## config.mk

```make
export PLATFORM = sky130hd
export DESIGN_NAME = bmb_front
export DESIGN_NICKNAME = d
export VERILOG_FILES = /design/src/bmb_pkg.sv /design/src/bmb_fifo.sv /design/src/bmb_front.sv
export SDC_FILE = /design/constraint.sdc
export NUM_CORES = 1
export LEC_CHECK = 0
export BUFFER_PORTS_ARGS = -buffer_cell sky130_fd_sc_hd__buf_2
export CAP_MARGIN = 20
export CORE_MARGIN = 3
export CORE_UTILIZATION = 45
export CTS_BUF_LIST = sky130_fd_sc_hd__clkbuf_4 sky130_fd_sc_hd__clkbuf_8
export CTS_CLUSTER_DIAMETER = 120
export CTS_CLUSTER_SIZE = 30
export DETAILED_ROUTE_END_ITERATION = 10
export PLACE_DENSITY = 0.72
export SLEW_MARGIN = 40
export SYNTH_ARGS = -nofsm -noshare
export SYNTH_HDL_FRONTEND = slang
export SYNTH_SLANG_ARGS = --single-unit
```

## constraint.sdc

```tcl
create_clock -name clk -period 2.2 [get_ports clk]
set_input_delay 0.33 -clock clk [delete_from_list [all_inputs] [get_ports clk]]
set_output_delay 0.33 -clock clk [all_outputs]
set_load 0.005 [all_outputs]
```

## src/bmb_pkg.sv

```systemverilog
// Shared types and constants for the box mean blur block.
// No dependencies.
package bmb_pkg;
  localparam logic REQ_PIXEL = 1'b0;
  localparam logic REQ_DRAIN = 1'b1;
  localparam logic [1:0] REG_WIDTH  = 2'd0;
  localparam logic [1:0] REG_HEIGHT = 2'd1;
  localparam logic [1:0] REG_RX     = 2'd2;
  localparam logic [1:0] REG_RY     = 2'd3;

  typedef struct packed {
    logic       req_type;
    logic [7:0] gray_level;
  } in_item_t;

  typedef struct packed {
    logic [7:0] blurred_level;
    logic       frame_end;
  } out_item_t;
endpackage

```

## src/bmb_fifo.sv

```systemverilog
// Short queue of input items between the front and the back.
// Depends on bmb_pkg.
module bmb_fifo (
  input  logic              clk,
  input  logic              rst_n,
  input  logic              flush,
  input  logic              push,
  input  bmb_pkg::in_item_t push_data,
  output logic              full,
  output logic              empty,
  input  logic              pop,
  output bmb_pkg::in_item_t pop_data
);
  import bmb_pkg::*;
  in_item_t   q_r [4];
  logic [1:0] wp_r, rp_r;
  logic [2:0] cnt_r;
  assign full = cnt_r == 3'd4;
  assign empty = cnt_r == 3'd0;
  assign pop_data = q_r[rp_r];
  always_ff @(posedge clk) begin
    if (push) q_r[wp_r] <= push_data;
  end
  always_ff @(posedge clk) begin
    if (!rst_n || flush) begin
      wp_r <= '0; rp_r <= '0; cnt_r <= '0;
    end else begin
      if (push) wp_r <= wp_r + 2'd1;
      if (pop) rp_r <= rp_r + 2'd1;
      cnt_r <= cnt_r + {2'b0, push} - {2'b0, pop};
    end
  end
endmodule

```

## src/bmb_front.sv

```systemverilog
// Front part: accepts items, holds configuration and queues items for the back.
// Depends on bmb_pkg and bmb_fifo.
module bmb_front (
  input  logic              clk,
  input  logic              rst_n,
  input  logic              in_tvalid,
  output logic              in_tready,
  input  logic              in_tuser,
  input  logic [7:0]        in_tdata,
  input  logic              cfg_valid,
  output logic              cfg_ready,
  input  logic [1:0]        cfg_index,
  input  logic [10:0]       cfg_data,
  output logic              restart,
  output logic [10:0]       frame_width,
  output logic [10:0]       frame_height,
  output logic [2:0]        radius_x,
  output logic [2:0]        radius_y,
  output logic              item_valid,
  output bmb_pkg::in_item_t item,
  input  logic              item_pop
);
  import bmb_pkg::*;
  logic full, empty;
  in_item_t pd;
  assign cfg_ready = 1'b1;
  assign restart = cfg_valid;
  assign in_tready = !full;
  assign pd.req_type = in_tuser;
  assign pd.gray_level = in_tdata;
  assign item_valid = !empty;
  bmb_fifo u_q (.clk, .rst_n, .flush(1'b0), .push(in_tvalid && !full), .push_data(pd),
                .full, .empty, .pop(item_pop), .pop_data(item));
  always_ff @(posedge clk) begin
    if (!rst_n) begin
      frame_width <= 11'd1024; frame_height <= 11'd1024;
      radius_x <= 3'd1; radius_y <= 3'd1;
    end else if (cfg_valid) begin
      case (cfg_index)
        REG_WIDTH:  frame_width <= cfg_data;
        REG_HEIGHT: frame_height <= cfg_data;
        REG_RX:     radius_x <= cfg_data[2:0];
        REG_RY:     radius_y <= cfg_data[2:0];
        default: ;
      endcase
    end
  end
endmodule

```

==> results.toml, run 1 <==
[status]
status = "completed"

[timing]
fmax_mhz = 488.8
relSlewSlack = 0.6441
finalSetupTns_ns = 0
skew_ns = 0.007201
fin_crit_ns = 2.046
drv_slew = 0
min_period_over_period = 0.9299
hold_violations = 0
setup_viol = 0
rsz0062_at_grt = "no"
tightest_slew_ns = 0.5338
worst_slack_ns = 0.1542

[setup_path]
cp.arrival_ns = 2.29
cpLargestDelayFamily = "adder cells"
crit_type = "reg2reg"
critPathMostFrequentCell = "inv_1"
cp_slowest_stage_delay_ns = 0.40
cp-end-kind = "flip-flop"
critPathLaunchType = "flip-flop"
worst-path-stages = 11
cp_max_fo = 4
cp_data_required_time_ns = 2.44
rr_worst_depth = 11
slowest_stage = "fa_1"
critPathBufInv = 3
cp_cell_sequence = "nor2_1, a21boi_2, inv_1, ha_1, inv_1, ha_1, inv_1, fa_1, xnor2_2, xnor2_1, and2_1"

[floorplan]
fp.dieH_um = 85.54
pin_count = 68
core_sq_um = 6026
die_w_um = 85.54
dieArea_sq_um = 7316
std_cell_rows = 28
initial_core_util = 0.4724

[layout]
area_delta_synth_final_pct = 20.00
regArea_sq_um = 1827
final_util = 0.5669
num_antenna_cells = 0
multi_input_area_sq_um = 954.7
final_cell_area_sq_um = 3416
fillCellCount = 513
drive_above_1_share = 0.3647
nNetsFinal = 295

[synth]
ys.flop_type = "dfxtp_1"
synthCells = 190
yosysTopAreaCell = "edfxtp_1"
synth_nets = 224
synth_area_leaders = "edfxtp_1 38%, dfxtp_1 26%, mux2i_1 11%"
yosysTopAreaCellShare = 0.3798
synth-edff-count = 36
async_flop_share = 0
ys_seq_elements = 73
syn_area_sq_um = 2846
ys_warn_count = 0
ys_seq_area_frac = 0.6400
synth.avg_cell_area_sq_um = 14.98
synthDistinctLibCells = 23

[grt]
grt_pass1_wl_um = 7790
grt-busiest-layer = "met2"
grtUsageMet1 = 0.1709
use_met2 = 0.2189
grtUsageTotal = 0.1413
grt_use_met3 = 0.04707
grt.overflow.total = 0
antenna_found_initial = 0
grt_max_degree = 39
first_global_vias = 1670

[clocking]
cts_made_buffers = 9
path_clk_slew_ns = 0.07
cts_tree = "done"
root_buffer = "clkbuf_8"
cts.sinks = 73
holdBufCountCts = 0
clockBufferDepth = 2
htreeDepth = 3
cts_setup_buffers = 0
clock_latency_ns = 0.34

[routing]
routed_via_density = 4.713
routed-via-count = 1607
drt_iter0_markers = 75
antenna_left = 0
post_drt_wl_per_cell_um = 13.63
wl_um = 4648
drcViolationCount = 0
dr.pass1.iters = 3

[placement]
post-place-ws_ns = 0.1021
dp_hpwl_um = 3227
gp_congestion = 0.7185
post_dp_cell_area_sq_um = 3242
portBuffers = 66

[power]
powerDensity_nw_per_um2 = 856.8
ir_drop_uv = 498.5
p_leak_nw = 1.440

[run]
drv_cap = 0

[min_path]
hold_class = "in2reg"
holdPathStages = 1
-- cell families (layout without fill, tap and decap cells) --
family,count (synthesis),after routing,synth area share
muxes,39,39,0.1767
other,1,1,0.001317
buffers and inverters,15,91,0.02857
adders and majority gates,7,7,0.03341
DFF,73,73,0.6400
AOI/OAI and AO/OA,1,1,0.002638
and+or+nand+nor,50,50,0.1051
xor gates and xnor gates,4,4,0.01231
-- layout make-up --
class                   count  share of cell area
inverters                   5            0.005494
clock buffers               9             0.03626
multi-input cells         102              0.2795
flip-flops and latches     73              0.5348
repair buffers             70              0.1055
well taps                  75             0.02747
clock inverters             7             0.01099
-- cell usage after synthesis, drive strengths merged, types with 2 or more instances --
library cell / instances
mux4: 9
xnor2: 3
dfxtp: 37
clkbuf: 4
mux2i: 30
and2: 9
edfxtp: 36
nor2b: 25
inv: 5
nand3b: 2
ha: 6
nand2: 10
buf: 6
-- layer usage --
layer,vias up,share of wire
met4,0,0.023
met5,-,0
met1,741,0.43
met2,55,0.47
li1,802,-
met3,9,0.078
-- layout by cell type (no fill, tap or decap), drive strengths merged --
cell,count
and2,9
edfxtp,36
xor2,1
xnor2,3
buf,70
nand2,10
fa,1
inv,5
nand3b,2
clkinv,6
or3,1
nand3,1
nor2,1
nor2b,25
a21boi,1
mux2i,30
clkbuf,9
dfxtp,37
conb,1
ha,6
clkinvlp,1
mux4,9
nor3b,1
-- flip-flops by register name, summed over array words and instances (netlist names), named ones only --
| signal | cells |
|---|---|
| u_q.cnt_r | 3 |
| u_q.wp_r | 2 |
| frame_width | 11 |
| frame_height | 11 |
| radius_x | 3 |
| radius_y | 3 |
| u_q.rp_r | 2 |
| u_q.q_r | 36 |
-- metrics by stage --
step	hold WS (ns)	power, mW	cells
after floorplan	0.4289	1.921	190
after global placement	0.4540	2.076	325
final	0.2096	2.927	341
after detailed placement	0.4633	2.091	325
after CTS	0.1928	2.952	341
after global routing	0.1922	3.106	341
-- power by group --
part           total, mW  internal (mW)  switching (mW)  leakage [nW]
clock network      0.853          0.394           0.458        0.0815
registers           1.62           1.56          0.0620         0.633
logic              0.454          0.244           0.210         0.726
-- timing repair --
action                                  4_1_cts  5_1_grt
endpoints found under the hold margin         0        0
endpoints found under the setup margin        0        1
resized for setup                             0        4
-- path summary, 6_finish.rpt --
path	to	start	slack (ns)
worst max-delay path	u_q.cnt_r[2]	u_q.cnt_r[1]	0.15
worst min-delay path	u_q.q_r[1][6]	in_tdata[6]	0.21
worst max register to register	u_q.cnt_r[2]	u_q.cnt_r[1]	0.15
worst min register to register	radius_y[0]	radius_y[0]	0.48
(Power assumes the default switching activity.)
==> run 2, diff against run 1 <==
- PLACE_DENSITY: 0.72 -> 0.71
- SYNTH_HIERARCHICAL: not set -> 1
==> run 2 against run 1 <==
Sequential share of layout area is 0.97 points lower; critical endpoint is now u_q/cnt_r[1]; combinational power is 45% lower; die area is 0.61% higher; clock skew is 0.0015 ns lower; utilization is 0.89 points higher; via count is 9.2% higher.
==> results.toml, run 2 <==
[clocking]
root_buffer = "clkbuf_8"
cts_tree = "done"
cts_setup_buffers = 0
cts_made_buffers = 9
clock_latency_ns = 0.34
holdBufCountCts = 0
path_clk_slew_ns = 0.08
htreeDepth = 3
ctsResizeCount = 0
cts.sinks = 73
clockBufferDepth = 2

[timing]
tightest_slew_ns = 0.5495
fin_crit_ns = 1.890
rsz0062_at_grt = "no"
setup_viol = 0
finalSetupTns_ns = 0
skew_ns = 0.005716
relSlewSlack = 0.6337
drv_slew = 0
fmax_mhz = 529.0
min_period_over_period = 0.8593
hold_violations = 0

[synth]
ys_warn_count = 6
async_flop_share = 0
synthDistinctLibCells = 28
ys_top_cells_by_count = "37 x dfxtp_1, 36 x edfxtp_1, 34 x nand2_1"
synth_most_common_cell = "dfxtp_1"
ys_seq_elements = 73
yosysTopAreaCellShare = 0.3773
synth.avg_cell_area_sq_um = 13.84
synth_nets = 241
synthCells = 207
ys.flop_type = "dfxtp_1"
synth-edff-count = 36
ys_seq_area_frac = 0.6358
syn_area_sq_um = 2865
yosysTopAreaCell = "edfxtp_1"
synth_area_leaders = "edfxtp_1 38%, dfxtp_1 26%, mux2i_1 10%"

[layout]
final_util = 0.5758
largest_reg_flops = 36
num_antenna_cells = 0
nNetsFinal = 310
drive_above_1_share = 0.3416
top_regs = "u_q/q_r (36), frame_height (11), frame_width (11)"
layout_common_cells = "66 x buf_2, 37 x dfxtp_1, 36 x edfxtp_1"
largest_register = "u_q/q_r"
multi_input_area_sq_um = 939.7
regArea_sq_um = 1822
area_delta_synth_final_pct = 21.09
layout_commonest_cell = "buf_2"
fillCellCount = 492

[floorplan]
die_w_um = 85.80
initial_core_util = 0.4755
core_sq_um = 6026
dieArea_sq_um = 7361
fp.dieH_um = 85.80
std_cell_rows = 28
pin_count = 68

[routing]
post_drt_wl_per_cell_um = 14.59
routed-via-count = 1755
drt_iter0_markers = 61
antenna_left = 0
routed_via_density = 4.930
dr.pass1.iters = 4
drcViolationCount = 0
wl_um = 5195

[placement]
portBuffers = 66
gp_congestion = 0.7342
dp_hpwl_um = 3586

[grt]
grt_max_degree = 35
grt.overflow.total = 0
grt_pass1_wl_um = 8473
first_global_vias = 1731
grtUsageTotal = 0.1521
antenna_found_initial = 0

[run]
drv_cap = 0

[status]
status = "completed"

[min_path]
hold_class = "in2reg"

[setup_path]
critPathLaunchType = "flip-flop"
crit_type = "reg2reg"
cp.arrival_ns = 2.12
cp-end-kind = "flip-flop"
cp_data_required_time_ns = 2.43
cp_max_fo = 7

[power]
p_leak_nw = 1.503
ir_drop_uv = 480.6
powerDensity_nw_per_um2 = 834.5
run 2: area by class of cell:
class / count / area share
tap: 75 / 0.02705
clock inverter: 6 / 0.02669
multi-input combinational: 113 / 0.2708
sequential: 73 / 0.5251
inverter: 10 / 0.01082
timing repair buffer: 69 / 0.1017
clock buffer: 10 / 0.03787
run 2: layer usage:
metal	GRT usage	up-vias	routed length [um]
met4	0.08633	0	126
met2	0.2331	64	2363
li1	-	846	-
met3	0.05187	10	426
met1	0.1883	835	2279
met5	0	-	0
run 2: stage by stage:
stage	worst slack, ns	hold slack, ns	cell area, sq um	total power, mW	instances
after floorplan	0.5297	0.4289	2865	1.678	207
after global placement	0.3767	0.4403	3246	1.771	340
after detailed placement	0.3005	0.4444	3246	1.781	340
after CTS	0.2641	0.1895	3470	2.933	356
after global routing	0.1615	0.1873	3470	3.024	356
final	0.3095	0.2020	3470	2.895	356
run 2: critical path: stages (launching register included):
cell and delay [ns]:
dfxtp_1 0.37, inv_1 0.09, and3_1 0.16, nor2b_1 0.40, ha_1 0.26, fa_1 0.41, inv_1 0.06, nor2_1 0.04
run 2: cells by family after synthesis:
group                      Yosys count  share of synthesized area
muxes                               38                     0.1721
adders and majority gates            7                    0.03319
buffers and inverters               21                    0.03624
AOI/OAI and AO/OA                    2                   0.005239
xor gates and xnor gates             3                    0.01441
other                                2                   0.002621
DFF                                 73                     0.6358
and+or+nand+nor                     61                     0.1004
run 2: power by group:
part	switching [mW]	internal (mW)
clock network	0.492	0.654
logic	0.123	0.124
registers	0.0234	1.48
run 2: final timing paths:
kind	start	to	slack (ns)	cells after the start
setup / recovery	u_q/cnt_r[1]	u_q/cnt_r[1]	0.31	7
hold / removal	in_tdata[1]	u_q/q_r[0][1]	0.20	1
setup reg to reg	u_q/cnt_r[1]	u_q/cnt_r[1]	0.31	7
hold reg to reg	frame_width[6]	frame_width[6]	0.46	2
==> run 3, diff against run 2 <==
- REMOVE_ABC_BUFFERS: not set -> 1
==> run 3 against run 2 <==
Non-clock buffer count is 1 lower; register-to-register slack better by 0.03 ns; worst setup slack worse by 0.14 ns; routed wire length is 4.4% lower; global-route usage is 0.56 points lower; first-iteration DRC count is 39% lower; critical path depth is 4 lower; sequential power hardly changed; clock skew hardly changed; total power hardly changed; sequential cell count stayed put; design area is 0.11% lower; largest power group unchanged.
==> results.toml, run 3 (synthesis gave the netlist of run 2 again) <==
[status]
status = "completed"

[setup_path]
cp-end-kind = "output pin"
regToRegSetupSlack_ns = 0.34
cp_slowest_stage_delay_ns = 0.52
cpLargestDelayFamily = "multiplexers"
cp.arrival_ns = 1.70
cp_data_required_time_ns = 1.87
worst-path-stages = 3
crit_type = "reg2out"
critPathLaunchType = "flip-flop"
crit_path_end = "item[5]"
rr_endpoint = "u_q/cnt_r[1]"
rr_worst_depth = 7
cp_max_fo = 6
cp_cell_sequence = "buf_4, mux4_2, buf_2"
r2r-start = "u_q/cnt_r[1]"
slowest_stage = "mux4_2"
critPathBufInv = 2

[clocking]
root_buffer = "clkbuf_8"
clockBufferDepth = 2
cts_setup_buffers = 0
cts_made_buffers = 9
cts_tree = "done"
htreeDepth = 3
path_clk_slew_ns = 0.08
holdBufCountCts = 0
clock_latency_ns = 0.33
cts.sinks = 73
ctsResizeCount = 0

[routing]
post_drt_wl_per_cell_um = 13.99
antenna_left = 0
wl_um = 4967
drcViolationCount = 0
drt_iter0_markers = 37
dr.pass1.iters = 4
routed-via-count = 1713
routed_via_density = 4.825

[min_path]
holdPathStages = 1
hold_class = "in2reg"

[floorplan]
dieArea_sq_um = 7361
fp.dieH_um = 85.80
std_cell_rows = 28
die_w_um = 85.80
initial_core_util = 0.4755
core_sq_um = 6026
pin_count = 68

[layout]
fillCellCount = 510
layout_commonest_cell = "buf_2"
layout_common_cells = "66 x buf_2, 37 x dfxtp_1, 36 x edfxtp_1"
final_cell_area_sq_um = 3466
largest_reg_flops = 36
num_antenna_cells = 0
top_regs = "u_q/q_r (36), frame_height (11), frame_width (11)"
area_delta_synth_final_pct = 20.96
multi_input_area_sq_um = 939.7
drive_above_1_share = 0.3393
nNetsFinal = 309
regArea_sq_um = 1822
largest_register = "u_q/q_r"

[grt]
antenna_found_initial = 0
grt_pass1_wl_um = 8155
grt_max_degree = 25
grtUsageTotal = 0.1465
grt.overflow.total = 0
first_global_vias = 1700

[power]
ir_drop_uv = 428.5
fin_total_pwr_mw = 2.898
p_leak_nw = 1.504
powerDensity_nw_per_um2 = 836.1

[timing]
fmax_mhz = 492.2
tightest_slew_ns = 0.5618
setup_viol = 0
hold_violations = 0
relSlewSlack = 0.6254
skew_ns = 0.005532
drv_slew = 0
fin_crit_ns = 2.032
rsz0062_at_grt = "no"
min_period_over_period = 0.9234
finalSetupTns_ns = 0

[placement]
dp_hpwl_um = 3562
portBuffers = 66
gp_congestion = 0.7176
post_dp_cell_area_sq_um = 3238

[run]
drv_cap = 0
==> run 3: changes by cell type in the layout (fill, tap and decap cells not counted), sizes merged <==
| cell | change |
|---|---|
| buf | -1 |
| inv | +1 |
| clkinvlp | -1 |
==> run 3: where the power goes <==
part | leakage (nW) | switching [mW] | internal, mW | total, mW
Combinational | 0.760 | 0.119 | 0.124 | 0.243
Sequential | 0.631 | 0.0228 | 1.48 | 1.50
Clock | 0.113 | 0.482 | 0.673 | 1.16
==> run 3: per-layer routing <==
metal | vias to the layer above | share of wire | wire, um | track usage
met2 | 54 | 0.48 | 2382 | 0.2274
li1 | 849 | - | - | -
met5 | - | 0 | 0 | 0
met1 | 802 | 0.43 | 2136 | 0.1837
met3 | 8 | 0.074 | 366 | 0.04899
met4 | 0 | 0.017 | 82 | 0.07338
==> run 3: worst min path at each step <==
| stage | from | end | slack, ns |
|---|---|---|---|
| after floorplan | in_tdata[0] | u_q/q_r[0][0] | 0.43 |
| after global placement | frame_height[6] | frame_height[6] | 0.44 |
| after detailed placement | frame_height[4] | frame_height[4] | 0.45 |
| after CTS | in_tdata[5] | u_q/q_r[2][5] | 0.19 |
| after global routing | in_tdata[5] | u_q/q_r[2][5] | 0.19 |
| final | in_tdata[3] | u_q/q_r[3][3] | 0.21 |
==> run 3: through the flow <==
step / util / hold slack, ns / cells / setup WS, ns
3_3_place_gp: 0.5374 / 0.4403 / 339 / 0.3832
2_1_floorplan: - / 0.4289 / 196 / 0.5317
5_1_grt: 0.5752 / 0.1948 / 355 / 0.06633
6_report: 0.5752 / 0.2142 / 355 / 0.1685
4_1_cts: 0.5752 / 0.1944 / 355 / 0.1246
3_5_place_dp: 0.5374 / 0.4500 / 339 / 0.3142
==> run 3: layout make-up <==
cell class                      instances  area share
Multi-Input combinational cell        113      0.2711
Inverter                               10     0.01083
Clock buffer                           10     0.03971
Clock inverter                          6     0.02599
Sequential cell                        73      0.5256
Tap cell                               75     0.02708
Timing Repair Buffer                   68     0.09964
==> run 3: worst reg2reg max path, stage by stage (launching register included) <==
cell	delay, ns
dfxtp_1	0.35
inv_1	0.08
and3_1	0.16
nor2b_1	0.37
ha_1	0.26
fa_1	0.43
inv_1	0.06
nor2_1	0.04
